**src/sv/tpcd_pkg.sv**
```systemverilog
`timescale 1ns / 1ps

package tpcd_pkg;

  // Bins per frame; the position counter saturates at the top bin.
  localparam int BIN_COUNT = 1024;
  localparam int BIN_W     = $clog2(BIN_COUNT);
  localparam int IDX_W     = 10;
  localparam int CMP_W     = (BIN_W > IDX_W) ? BIN_W : IDX_W;
  localparam int MAG_W     = 32;
  localparam int SPD_W     = 11;
  localparam int OUT_SPD_W = 12;

  localparam logic [SPD_W-1:0] SPEED_LIMIT = 11'd1100;

  // Register indexes on the configuration port.
  localparam logic [2:0] REG_PEAK_THRESHOLD  = 3'd0;
  localparam logic [2:0] REG_MIN_BIN         = 3'd1;
  localparam logic [2:0] REG_MAX_BIN         = 3'd2;
  localparam logic [2:0] REG_FORWARD_CENTER  = 3'd3;
  localparam logic [2:0] REG_LEFT_CENTER     = 3'd4;
  localparam logic [2:0] REG_RIGHT_CENTER    = 3'd5;
  localparam logic [2:0] REG_BACKWARD_CENTER = 3'd6;
  localparam logic [2:0] REG_DRIVE_SPEED     = 3'd7;

  typedef enum logic [2:0] {
    CMD_STOP     = 3'd0,
    CMD_FORWARD  = 3'd1,
    CMD_LEFT     = 3'd2,
    CMD_RIGHT    = 3'd3,
    CMD_BACKWARD = 3'd4
  } cmd_t;

  typedef struct packed {
    logic             valid;
    logic [IDX_W-1:0] index;
  } peak_t;

  typedef struct packed {
    logic [IDX_W-1:0] forward_center;
    logic [IDX_W-1:0] left_center;
    logic [IDX_W-1:0] right_center;
    logic [IDX_W-1:0] backward_center;
    logic [SPD_W-1:0] drive_speed;
  } band_cfg_t;

  typedef struct packed {
    logic signed [OUT_SPD_W-1:0] left_speed;
    logic signed [OUT_SPD_W-1:0] right_speed;
    cmd_t                        command;
    logic [IDX_W-1:0]            peak_bin;
    logic                        peak_found;
  } result_t;

endpackage

```
**src/sv/tpcd_cmd_map.sv**
```systemverilog
`timescale 1ns / 1ps

// Maps a frame's peak to a wheel command: band match, then speed signs.
module tpcd_cmd_map import tpcd_pkg::*; (
  input  peak_t     peak,
  input  band_cfg_t bands,
  output result_t   result
);

  function automatic logic in_band(input logic [IDX_W-1:0] idx,
                                   input logic [IDX_W-1:0] centre);
    logic [IDX_W:0] idx_x;
    logic [IDX_W:0] cen_x;
    begin
      idx_x = {1'b0, idx};
      cen_x = {1'b0, centre};
      in_band = ((idx_x + 1'b1) >= cen_x) && (idx_x <= (cen_x + 1'b1));
    end
  endfunction

  cmd_t                  cmd;
  logic [SPD_W-1:0]      speed_lim;
  logic [OUT_SPD_W-1:0]  spd_pos;
  logic [OUT_SPD_W-1:0]  spd_neg;

  always_comb begin
    cmd = CMD_STOP;
    if (peak.valid) begin
      if (in_band(peak.index, bands.forward_center)) begin
        cmd = CMD_FORWARD;
      end else if (in_band(peak.index, bands.left_center)) begin
        cmd = CMD_LEFT;
      end else if (in_band(peak.index, bands.right_center)) begin
        cmd = CMD_RIGHT;
      end else if (in_band(peak.index, bands.backward_center)) begin
        cmd = CMD_BACKWARD;
      end
    end
  end

  assign speed_lim = (bands.drive_speed > SPEED_LIMIT) ? SPEED_LIMIT : bands.drive_speed;
  assign spd_pos   = {1'b0, speed_lim};
  assign spd_neg   = OUT_SPD_W'(0) - spd_pos;

  always_comb begin
    result.command    = cmd;
    result.peak_bin   = peak.valid ? peak.index : '0;
    result.peak_found = peak.valid;
    unique case (cmd)
      CMD_FORWARD: begin
        result.left_speed  = spd_pos;
        result.right_speed = spd_pos;
      end
      CMD_LEFT: begin
        result.left_speed  = spd_neg;
        result.right_speed = spd_pos;
      end
      CMD_RIGHT: begin
        result.left_speed  = spd_pos;
        result.right_speed = spd_neg;
      end
      CMD_BACKWARD: begin
        result.left_speed  = spd_neg;
        result.right_speed = spd_neg;
      end
      default: begin
        result.left_speed  = '0;
        result.right_speed = '0;
      end
    endcase
  end

endmodule

```
**src/sv/tone_peak_command_decoder.sv**
```systemverilog
`timescale 1ns / 1ps
// Latency: a result appears in the cycle after its last-bin item is accepted.
// Throughput: one bin item per cycle when not stalled; the peak compare and
// the band decode sit between the tracking registers and the result register.
// in_ready drops only while a finished command waits and out_ready is low.
// Reset (rst_n low, synchronous): registers to defaults, frame position 0,
// no peak held, result register empty.
module tone_peak_command_decoder import tpcd_pkg::*; (
  input  logic                        clk,
  input  logic                        rst_n,
  // bin stream
  input  logic                        in_valid,
  output logic                        in_ready,
  input  logic [MAG_W-1:0]            in_magnitude,
  input  logic                        in_last_bin,
  // command out
  output logic                        out_valid,
  input  logic                        out_ready,
  output logic signed [OUT_SPD_W-1:0] out_left_speed,
  output logic signed [OUT_SPD_W-1:0] out_right_speed,
  output logic [2:0]                  out_command,
  output logic [IDX_W-1:0]            out_peak_bin,
  output logic                        out_peak_found,
  // register writes
  input  logic                        cfg_valid,
  output logic                        cfg_ready,
  input  logic [2:0]                  cfg_index,
  input  logic [31:0]                 cfg_data
);

  // ---------------- configuration registers ----------------
  logic [MAG_W-1:0] thr_r;
  logic [IDX_W-1:0] min_bin_r;
  logic [IDX_W-1:0] max_bin_r;
  band_cfg_t        bands_r;

  assign cfg_ready = 1'b1;

  always_ff @(posedge clk) begin
    if (!rst_n) begin
      thr_r                   <= 32'd10000;
      min_bin_r               <= 10'd10;
      max_bin_r               <= 10'd30;
      bands_r.forward_center  <= 10'd16;
      bands_r.left_center     <= 10'd19;
      bands_r.right_center    <= 10'd23;
      bands_r.backward_center <= 10'd26;
      bands_r.drive_speed     <= 11'd600;
    end else if (cfg_valid) begin
      unique case (cfg_index)
        REG_PEAK_THRESHOLD:  thr_r                   <= cfg_data;
        REG_MIN_BIN:         min_bin_r               <= cfg_data[IDX_W-1:0];
        REG_MAX_BIN:         max_bin_r               <= cfg_data[IDX_W-1:0];
        REG_FORWARD_CENTER:  bands_r.forward_center  <= cfg_data[IDX_W-1:0];
        REG_LEFT_CENTER:     bands_r.left_center     <= cfg_data[IDX_W-1:0];
        REG_RIGHT_CENTER:    bands_r.right_center    <= cfg_data[IDX_W-1:0];
        REG_BACKWARD_CENTER: bands_r.backward_center <= cfg_data[IDX_W-1:0];
        REG_DRIVE_SPEED:     bands_r.drive_speed     <= cfg_data[SPD_W-1:0];
        default: ;
      endcase
    end
  end

  // ---------------- handshake ----------------
  logic out_valid_r;
  logic in_fire;

  // A held command only blocks when nobody is taking it this cycle.
  assign in_ready = !out_valid_r || out_ready;
  assign in_fire  = in_valid && in_ready;

  // ---------------- peak tracking ----------------
  localparam logic [BIN_W-1:0] BIN_MAX = BIN_W'(BIN_COUNT - 1);

  logic [BIN_W-1:0] bin_pos_r, bin_pos_nxt;
  logic [MAG_W-1:0] peak_val_r, peak_val_nxt;
  peak_t            peak_r, peak_nxt;

  logic [MAG_W-1:0] cur_val;
  peak_t            cur_peak;
  logic [CMP_W-1:0] pos_x;
  logic             in_range;

  // First bin of a frame starts from the threshold as it stands now.
  assign cur_val  = (bin_pos_r == '0) ? thr_r : peak_val_r;
  assign cur_peak = (bin_pos_r == '0) ? peak_t'('0) : peak_r;

  assign pos_x    = CMP_W'(bin_pos_r);
  assign in_range = (pos_x >= CMP_W'(min_bin_r)) && (pos_x <= CMP_W'(max_bin_r));

  always_comb begin
    peak_val_nxt = cur_val;
    peak_nxt     = cur_peak;
    // Strict compare keeps the first of equal maxima.
    if (in_range && (in_magnitude > cur_val)) begin
      peak_val_nxt   = in_magnitude;
      peak_nxt.valid = 1'b1;
      peak_nxt.index = IDX_W'(pos_x);
    end
    if (in_last_bin) begin
      bin_pos_nxt = '0;
    end else if (bin_pos_r != BIN_MAX) begin
      bin_pos_nxt = bin_pos_r + 1'b1;
    end else begin
      bin_pos_nxt = bin_pos_r;
    end
  end

  always_ff @(posedge clk) begin
    if (!rst_n) begin
      bin_pos_r <= '0;
      peak_r    <= '0;
    end else if (in_fire) begin
      bin_pos_r <= bin_pos_nxt;
      peak_r    <= peak_nxt;
    end
  end

  // Payload only; reloaded from the threshold at frame start.
  always_ff @(posedge clk) begin
    if (in_fire) begin
      peak_val_r <= peak_val_nxt;
    end
  end

  // ---------------- command decode and result register ----------------
  result_t res_comb;
  result_t res_r;

  tpcd_cmd_map u_cmd_map (
    .peak   (peak_nxt),
    .bands  (bands_r),
    .result (res_comb)
  );

  always_ff @(posedge clk) begin
    if (!rst_n) begin
      out_valid_r <= 1'b0;
    end else if (in_fire && in_last_bin) begin
      out_valid_r <= 1'b1;
    end else if (out_ready) begin
      out_valid_r <= 1'b0;
    end
  end

  always_ff @(posedge clk) begin
    if (in_fire && in_last_bin) begin
      res_r <= res_comb;
    end
  end

  assign out_valid       = out_valid_r;
  assign out_left_speed  = res_r.left_speed;
  assign out_right_speed = res_r.right_speed;
  assign out_command     = res_r.command;
  assign out_peak_bin    = res_r.peak_bin;
  assign out_peak_found  = res_r.peak_found;

  // ---------------- checks ----------------
  // peak_r may still hold the old frame's peak; position 0 masks it on the next bin.
  a_last_makes_result: assert property (@(posedge clk) disable iff (!rst_n)
    in_fire && in_last_bin |=> out_valid_r && (bin_pos_r == '0))
    else $error("last bin did not post a result and restart the frame");

  a_stop_no_motion: assert property (@(posedge clk) disable iff (!rst_n)
    out_valid_r && (res_r.command == CMD_STOP) |->
      (res_r.left_speed == '0) && (res_r.right_speed == '0))
    else $error("stop command with nonzero wheel speed");

  a_no_peak_stop: assert property (@(posedge clk) disable iff (!rst_n)
    out_valid_r && !res_r.peak_found |->
      (res_r.command == CMD_STOP) && (res_r.peak_bin == '0))
    else $error("motion command without a peak");

  a_pos_saturates: assert property (@(posedge clk) disable iff (!rst_n)
    in_fire && !in_last_bin && (bin_pos_r == BIN_MAX) |=> bin_pos_r == BIN_MAX)
    else $error("bin position wrapped past the top bin");

endmodule

```
**config.mk**
```make
export PLATFORM = sky130hd
export DESIGN_NAME = tone_peak_command_decoder
export DESIGN_NICKNAME = d
export VERILOG_FILES = /design/src/sv/tpcd_pkg.sv /design/src/sv/tpcd_cmd_map.sv /design/src/sv/tone_peak_command_decoder.sv
export SDC_FILE = /design/constraint.sdc
export NUM_CORES = 1
export LEC_CHECK = 0
export ABC_AREA = 1
export CAP_MARGIN = 30
export CORE_ASPECT_RATIO = 1.75
export CORE_MARGIN = 2
export CORE_UTILIZATION = 60
export DETAILED_ROUTE_END_ITERATION = 8
export DONT_BUFFER_PORTS = 1
export PLACE_DENSITY = 0.85
export SKIP_LAST_GASP = 1
export SYNTH_ARGS = -nofsm -noshare
export SYNTH_HDL_FRONTEND = slang
export SYNTH_SLANG_ARGS = --single-unit
```
**constraint.sdc**
```tcl
create_clock -name clk -period 7.9 [get_ports clk]
set_input_delay 0.395 -clock clk [delete_from_list [all_inputs] [get_ports clk]]
set_output_delay 0.395 -clock clk [all_outputs]
set_load 0.03 [all_outputs]
```
After elaboration in Yosys (flattened, before gate mapping)

Index checks and enable logic that the tools add are counted.

Flip-flop bits (word level): 195
Output and inout bits: 41
Logic and storage cells: 87

Order comparisons: 12
Eq/ne operators: 12
$add $sub $neg: 7
Multiplexer cells: 15
Reduce and logical (&&, ||, !) cells: 23

Operators by type and width:

| kind                                                                  | number |
|---|---|
| 24-bit case mux with 4 select lines                                   | 1 |
| 32-bit two-way mux                                                    | 2 |
| 10-bit by 1-bit adder with 11-bit output, second input constant       | 5 |
| 11-bit by 10-bit >= comparator with 1-bit output                      | 4 |
| 10-bit by 11-bit <= comparator with 1-bit output                      | 4 |
| 11-bit two-way mux                                                    | 3 |
| 32-bit > comparator                                                   | 1 |
| 10-bit two-way mux                                                    | 2 |
| 2-bit AND reduction                                                   | 9 |
| 3-bit equality test, second input constant                            | 5 |
| 3-bit two-way mux                                                     | 5 |
| 3-bit by 2-bit equality test with 1-bit output, second input constant | 4 |
| 1-bit by 11-bit subtractor with 12-bit output, first input constant   | 1 |
| 11-bit > comparator, second input constant                            | 1 |
| 10-bit by 1-bit adder with 10-bit output, second input constant       | 1 |
| 10-bit >= comparator                                                  | 1 |
| 10-bit <= comparator                                                  | 1 |
| 10-bit zero test                                                      | 1 |
| 10-bit != test, second input constant                                 | 1 |
| 1-bit logical AND                                                     | 8 |
| 3-bit by 1-bit equality test with 1-bit output, second input constant | 2 |
| 2-bit nonzero test                                                    | 2 |
| 3-bit zero test                                                       | 1 |
| 1-bit two-way mux                                                     | 2 |
| other kinds (2)                                                       | 2 |

Logic depth before layout (Yosys ltp)

Depth in word-level cells: 15
Gate-level depth with buffers: 49
Depth with buffers taken out: 46

By module

From an unflattened synthesis, not the netlist that was laid out.

Cell total of the unflattened synthesis: 1808
Area total of the unflattened synthesis: 13183.9 sq um

By module, submodules not included:

| module                    | instances | area an instance (sq um) | cells each | seq. area each (sq um) |
|---|---|---|---|---|
| tone_peak_command_decoder | 1         | 9206.3                   | 1122       | 4604.4 |
| tpcd_cmd_map              | 1         | 3977.6                   | 686        | 0.0 |

Worst setup path before layout

Ideal clock, no wire load.

Path kind: flip-flop to flip-flop
From: register bin_pos_r[0]
To: register res_r (netlist bit out_right_speed[10]) (data pin)
Arrival time: 5921 ps
Data required time: 7640 ps
Slack: 1718 ps
Path buffers: 4
Stages on the path, launching flop included: 43
Path through: dfxtp_1 > inv_1 > ha_1 > nand3_1 > nor2_1 > clkbuf_1 > clkinv_1 > clkbuf_1 > nand2_1 > nand2_1 > inv_1 > ha_1 > nand2_1 > nor2_1 > nand2_1 > nor3_2 > nand3_1 > nand2_2 > (+7 left out) > xor2_1 > ha_1 > a21oi_1 > nor2_1 > a211oi_1 > o21ai_0 > nand2_1 > nand3b_1 > a21o_1 > a21oi_1 > nand2_2 > nand2_2 > clkinv_1 > nand2_1 > nand2_2 > buf_4 > nand4_1 > nand3_1

RTL lines:

| element                | line                             | text |
|---|---|---|
| start, declared        | tone_peak_command_decoder.sv:75  | `logic [BIN_W-1:0] bin_pos_r, bin_pos_nxt;` |
| start signal, assigned | tone_peak_command_decoder.sv:114 | `bin_pos_r <= bin_pos_nxt;` |
| end signal, assigned   | tone_peak_command_decoder.sv:148 | `res_r <= res_comb;` |
| end, declared          | tone_peak_command_decoder.sv:128 | `result_t res_r;` |

==> metrics list <==
* Run status: complete, no violations
- Clock buffer count from CTS: 17
- The H-tree was split into 4 levels.
- Of the total power, combinational logic draws 16.4%.
* Yosys reg bits: 194
* Number of port buffers: 0
* Final Net Count: 1804
* Root Buffer Master: sky130_fd_sc_hd__clkbuf_16
- Detailed placement ended at an HPWL of 23.9 mm.
* Headroom to the max-slew limit: 39.8%
* Part of the total power dissipated in sequential elements: 47.7%
- Std-Cell Rows: 69
* Average size of a mapped cell: 7.64 sq um
- The worst path needs 7180 ps of the cycle, external delays included.
- Fraction of synthesized cell area taken by the top area cell type: 20.3%
* Peak Freq: 139 MHz
* LEAKAGE: 6.03 nW
- Period utilization: 90.8%
- IR analysis of the VDD net gives a maximum drop of 0.267 mV.
- After clock tree synthesis, the repair step resized 0 gates.
* Number of global-route vias before repair: 10900
- Leftover overflow at the end of global routing: 0
- The initial utilization of the core area, before any placement, comes to 61.0%.
- After floorplanning, the core was sized to cover 0.0202 sq mm.
* Total Die Area: 0.0218 sq mm
* Launch instance of the worst min-delay path: rst_n
- Count of flip-flops with a built-in enable after synthesis: 69
* Slew at the pin with the worst max-slew slack: 894 ps
- Pin placement for this block handled 114 I/O pins.
* Post-CTS setup-driven buffer insertion count: 0
* Standard cell with the maximum stage delay on the critical path: sky130_fd_sc_hd__o21ai_0
* Antenna-violating nets left: 0
- Die span in y: 194 um
* Wire length of the first global-routing pass: 52.1 mm
* Clock latency on the worst-skew pair: 460 ps
* Final hold violations: 0
- Maximum number of pins on one net before global-route repair: 111
- Gate count of the mapped netlist: 1614
- The worst setup path is of the reg -> reg kind.
* Flip-flop cell with the highest count after synthesis: sky130_fd_sc_hd__dfxtp_1
* Number of vias after detailed routing: 10900
- Post-Syn Nets: 1827
- CTS tree: done
* Average wire per cell in the routed design: 17.5 um
- Synthesis-to-layout area growth: 6.13%
* YS warnings: 0
* Initial drt markers: 842
- For this run, the register share of the synthesized area comes to 37.1%.
* TritonCTS Sinks: 194
- Startpoint class of the critical path: flip-flop
- In this run the worst setup path begins at bin_pos_r[0].
- The number of slew-limit violations in the final report came to 0.
- Dividing the detail-routed via count by the number of cells gives 5.86.
- Total Power: 2.36 mW
- DRC Markers: 0
- In the final layout, the share of cells above drive strength 1 is 5.99%.
* Worst min-delay path class: in -> reg
- Beginning of the worst register-to-register path: bin_pos_r[0]
- The placed instances occupy a cell area of 0.0125 sq mm.
- Most area-hungry cell type in the Yosys netlist: sky130_fd_sc_hd__dfxtp_1
- Worst endpoint data arrival time: 7400 ps
- Number of violations of the max-capacitance limit: 0
- Setup violations remaining at the end of the flow were counted as 0.
- Fraction of power spent switching nets: 29.5%
- Post-synthesis async set-or-reset flop share: 0%
* Hold Worst Slack: 27.2 ps
* Final cell area excluding filler cells: 0.0131 sq mm
- Max clock buf depth: 2
- NetSw: 0.697 mW
* Total negative setup slack: 0 ps
* Crit-path max cell delay: 730 ps
* Distinct cells, synth: 47
- Unrepaired setup endpoints after global routing: false
- After clock tree synthesis, the clock-pin slew on the worst setup and hold paths is 80 ps.
* Cell area power density: 181 mW/mm^2
- Setup crit end kind: flip-flop
* Global placer's final weighted congestion: 0.988
* Critical Path RT: 8130 ps
* Clock network fraction of design power: 35.9%
- Routed WL: 32.5 mm
- Setup skew after layout: 13.0 ps
- Maximum fanout count along the critical path: 27
* Post-Synthesis Cell Area: 0.0123 sq mm
- By instance count, the cell type seen most on the critical path is sky130_fd_sc_hd__nand2_1.
- Number of antenna violations at the first check in global routing: 0
- Number of detailed-route iterations in the first pass: 6
- For this run, the total global-route usage over all layers was measured as 30.2%.
- The internal portion of the total power is 1.66 mW.
- After clock tree synthesis, the flow added hold-fix buffers numbering 0.
* Top cells by area in the synthesized netlist: sky130_fd_sc_hd__dfxtp_1 (20%), sky130_fd_sc_hd__edfxtp_1 (17%), sky130_fd_sc_hd__ha_1 (14%), sky130_fd_sc_hd__nand2_1 (10%), sky130_fd_sc_hd__inv_1 (6.3%)
* Die width: 112 um
==> per-stage QoR <==
step | setup slack [ps] | cells | util [%]
after floorplan | 1720 | 1614 | -
after global placement | 952 | 1818 | 61.8
after detailed placement | 572 | 1819 | 61.9
after CTS | 537 | 1851 | 64.6
after global routing | 30.5 | 1852 | 64.7
final | 724 | 1853 | 64.8
==> layout make-up <==
cell class / instances / area [sq um]
Clock buffer: 21 / 452
Sequential cell: 194 / 4570
Antenna cell: 1 / 2.50
Timing Repair Buffer: 9 / 87.6
Fill cell: 1670 / 7120
Inverter: 215 / 811
Multi-Input combinational cell: 1154 / 6740
Tap cell: 248 / 310
Clock inverter: 11 / 104
==> cell usage after synthesis (all sizes together) (23+ instances only) <==
| cell type | instances |
|---|---|
| edfxtp | 69 |
| dfxtp | 125 |
| clkbuf | 41 |
| nand4 | 25 |
| ha | 140 |
| inv | 211 |
| a21oi | 110 |
| xor2 | 39 |
| nand2 | 357 |
| o211ai | 23 |
| o21ai | 160 |
| nor2 | 175 |
| nor3 | 23 |
| nand3 | 57 |
==> path summary, 6_finish.rpt <==
kind / slack (ps) / endpoint / cells after the start
setup / recovery: 720 / out_left_speed[3] / 40
hold / removal: 30 / thr_r[13] / 1
setup reg to reg: 720 / out_left_speed[3] / 40
hold reg to reg: 460 / min_bin_r[2] / 2
==> flip-flops by register name, indices dropped and copies added (netlist names) <==
name / flops
peak_val_r: 32
out_command: 3
max_bin_r: 10
out_left_speed: 12
out_right_speed: 11
min_bin_r: 10
bands_r: 51
out_valid: 1
peak_r: 11
out_peak_found: 1
bin_pos_r: 10
thr_r: 32
out_peak_bin: 10
==> cell families after synthesis <==
group	share of synthesized area, %
simple gates	22.6
mux	0.406
flops	37.1
xor+xnor	3.13
fa+ha+maj	14.2
compound gates	14.2
other cells	0.0304
buf+inv	8.34
==> per-layer routing <==
metal	vias to the layer above	global-route usage (%)	routed length, um
li1	5283	-	-
met1	4982	30.3	11400
met2	438	54.8	16700
met3	153	5.85	2180
met4	0	21.1	2250
met5	-	0	0
==> power by group through the flow <==
stage	clock, mW	sequential, mW	combinational [mW]
floorplan	0	1.14	0.299
global placement	0	1.15	0.361
detailed placement	0	1.15	0.379
CTS	0.852	1.13	0.382
global route	0.888	1.13	0.442
finish	0.848	1.13	0.387
==> worst max-delay path, delay by kind of cell, from the launching register on <==
| family | cells | cell delay, ps |
|---|---|---|
| simple gates | 23 | 2590 |
| compound gates | 6 | 1510 |
| fa+ha+maj | 4 | 1030 |
| buf+inv | 6 | 1010 |
| xor+xnor | 1 | 430 |
| flops | 1 | 340 |
==> placed cells by master, fill, tap and decap left out, drive strengths merged <==
cell,instances
a21o,5
o21a,2
nor2,175
nand3b,4
nand4,25
o221ai,1
xor2,39
conb,1
nand3,57
or4,1
and3,1
inv,215
o211ai,23
a21oi,110
nor3b,3
o41ai,1
buf,9
a31oi,1
o31ai,1
or3,3
edfxtp,69
nor3,23
mux2i,5
ha,140
clkbuf,21
diode,1
nand2,357
clkinvlp,1
dfxtp,125
a211oi,8
o21bai,3
clkinv,9
xnor2,5
o21ai,160
bufinv,1
Note: power is estimated with default switching activity, not from simulation.
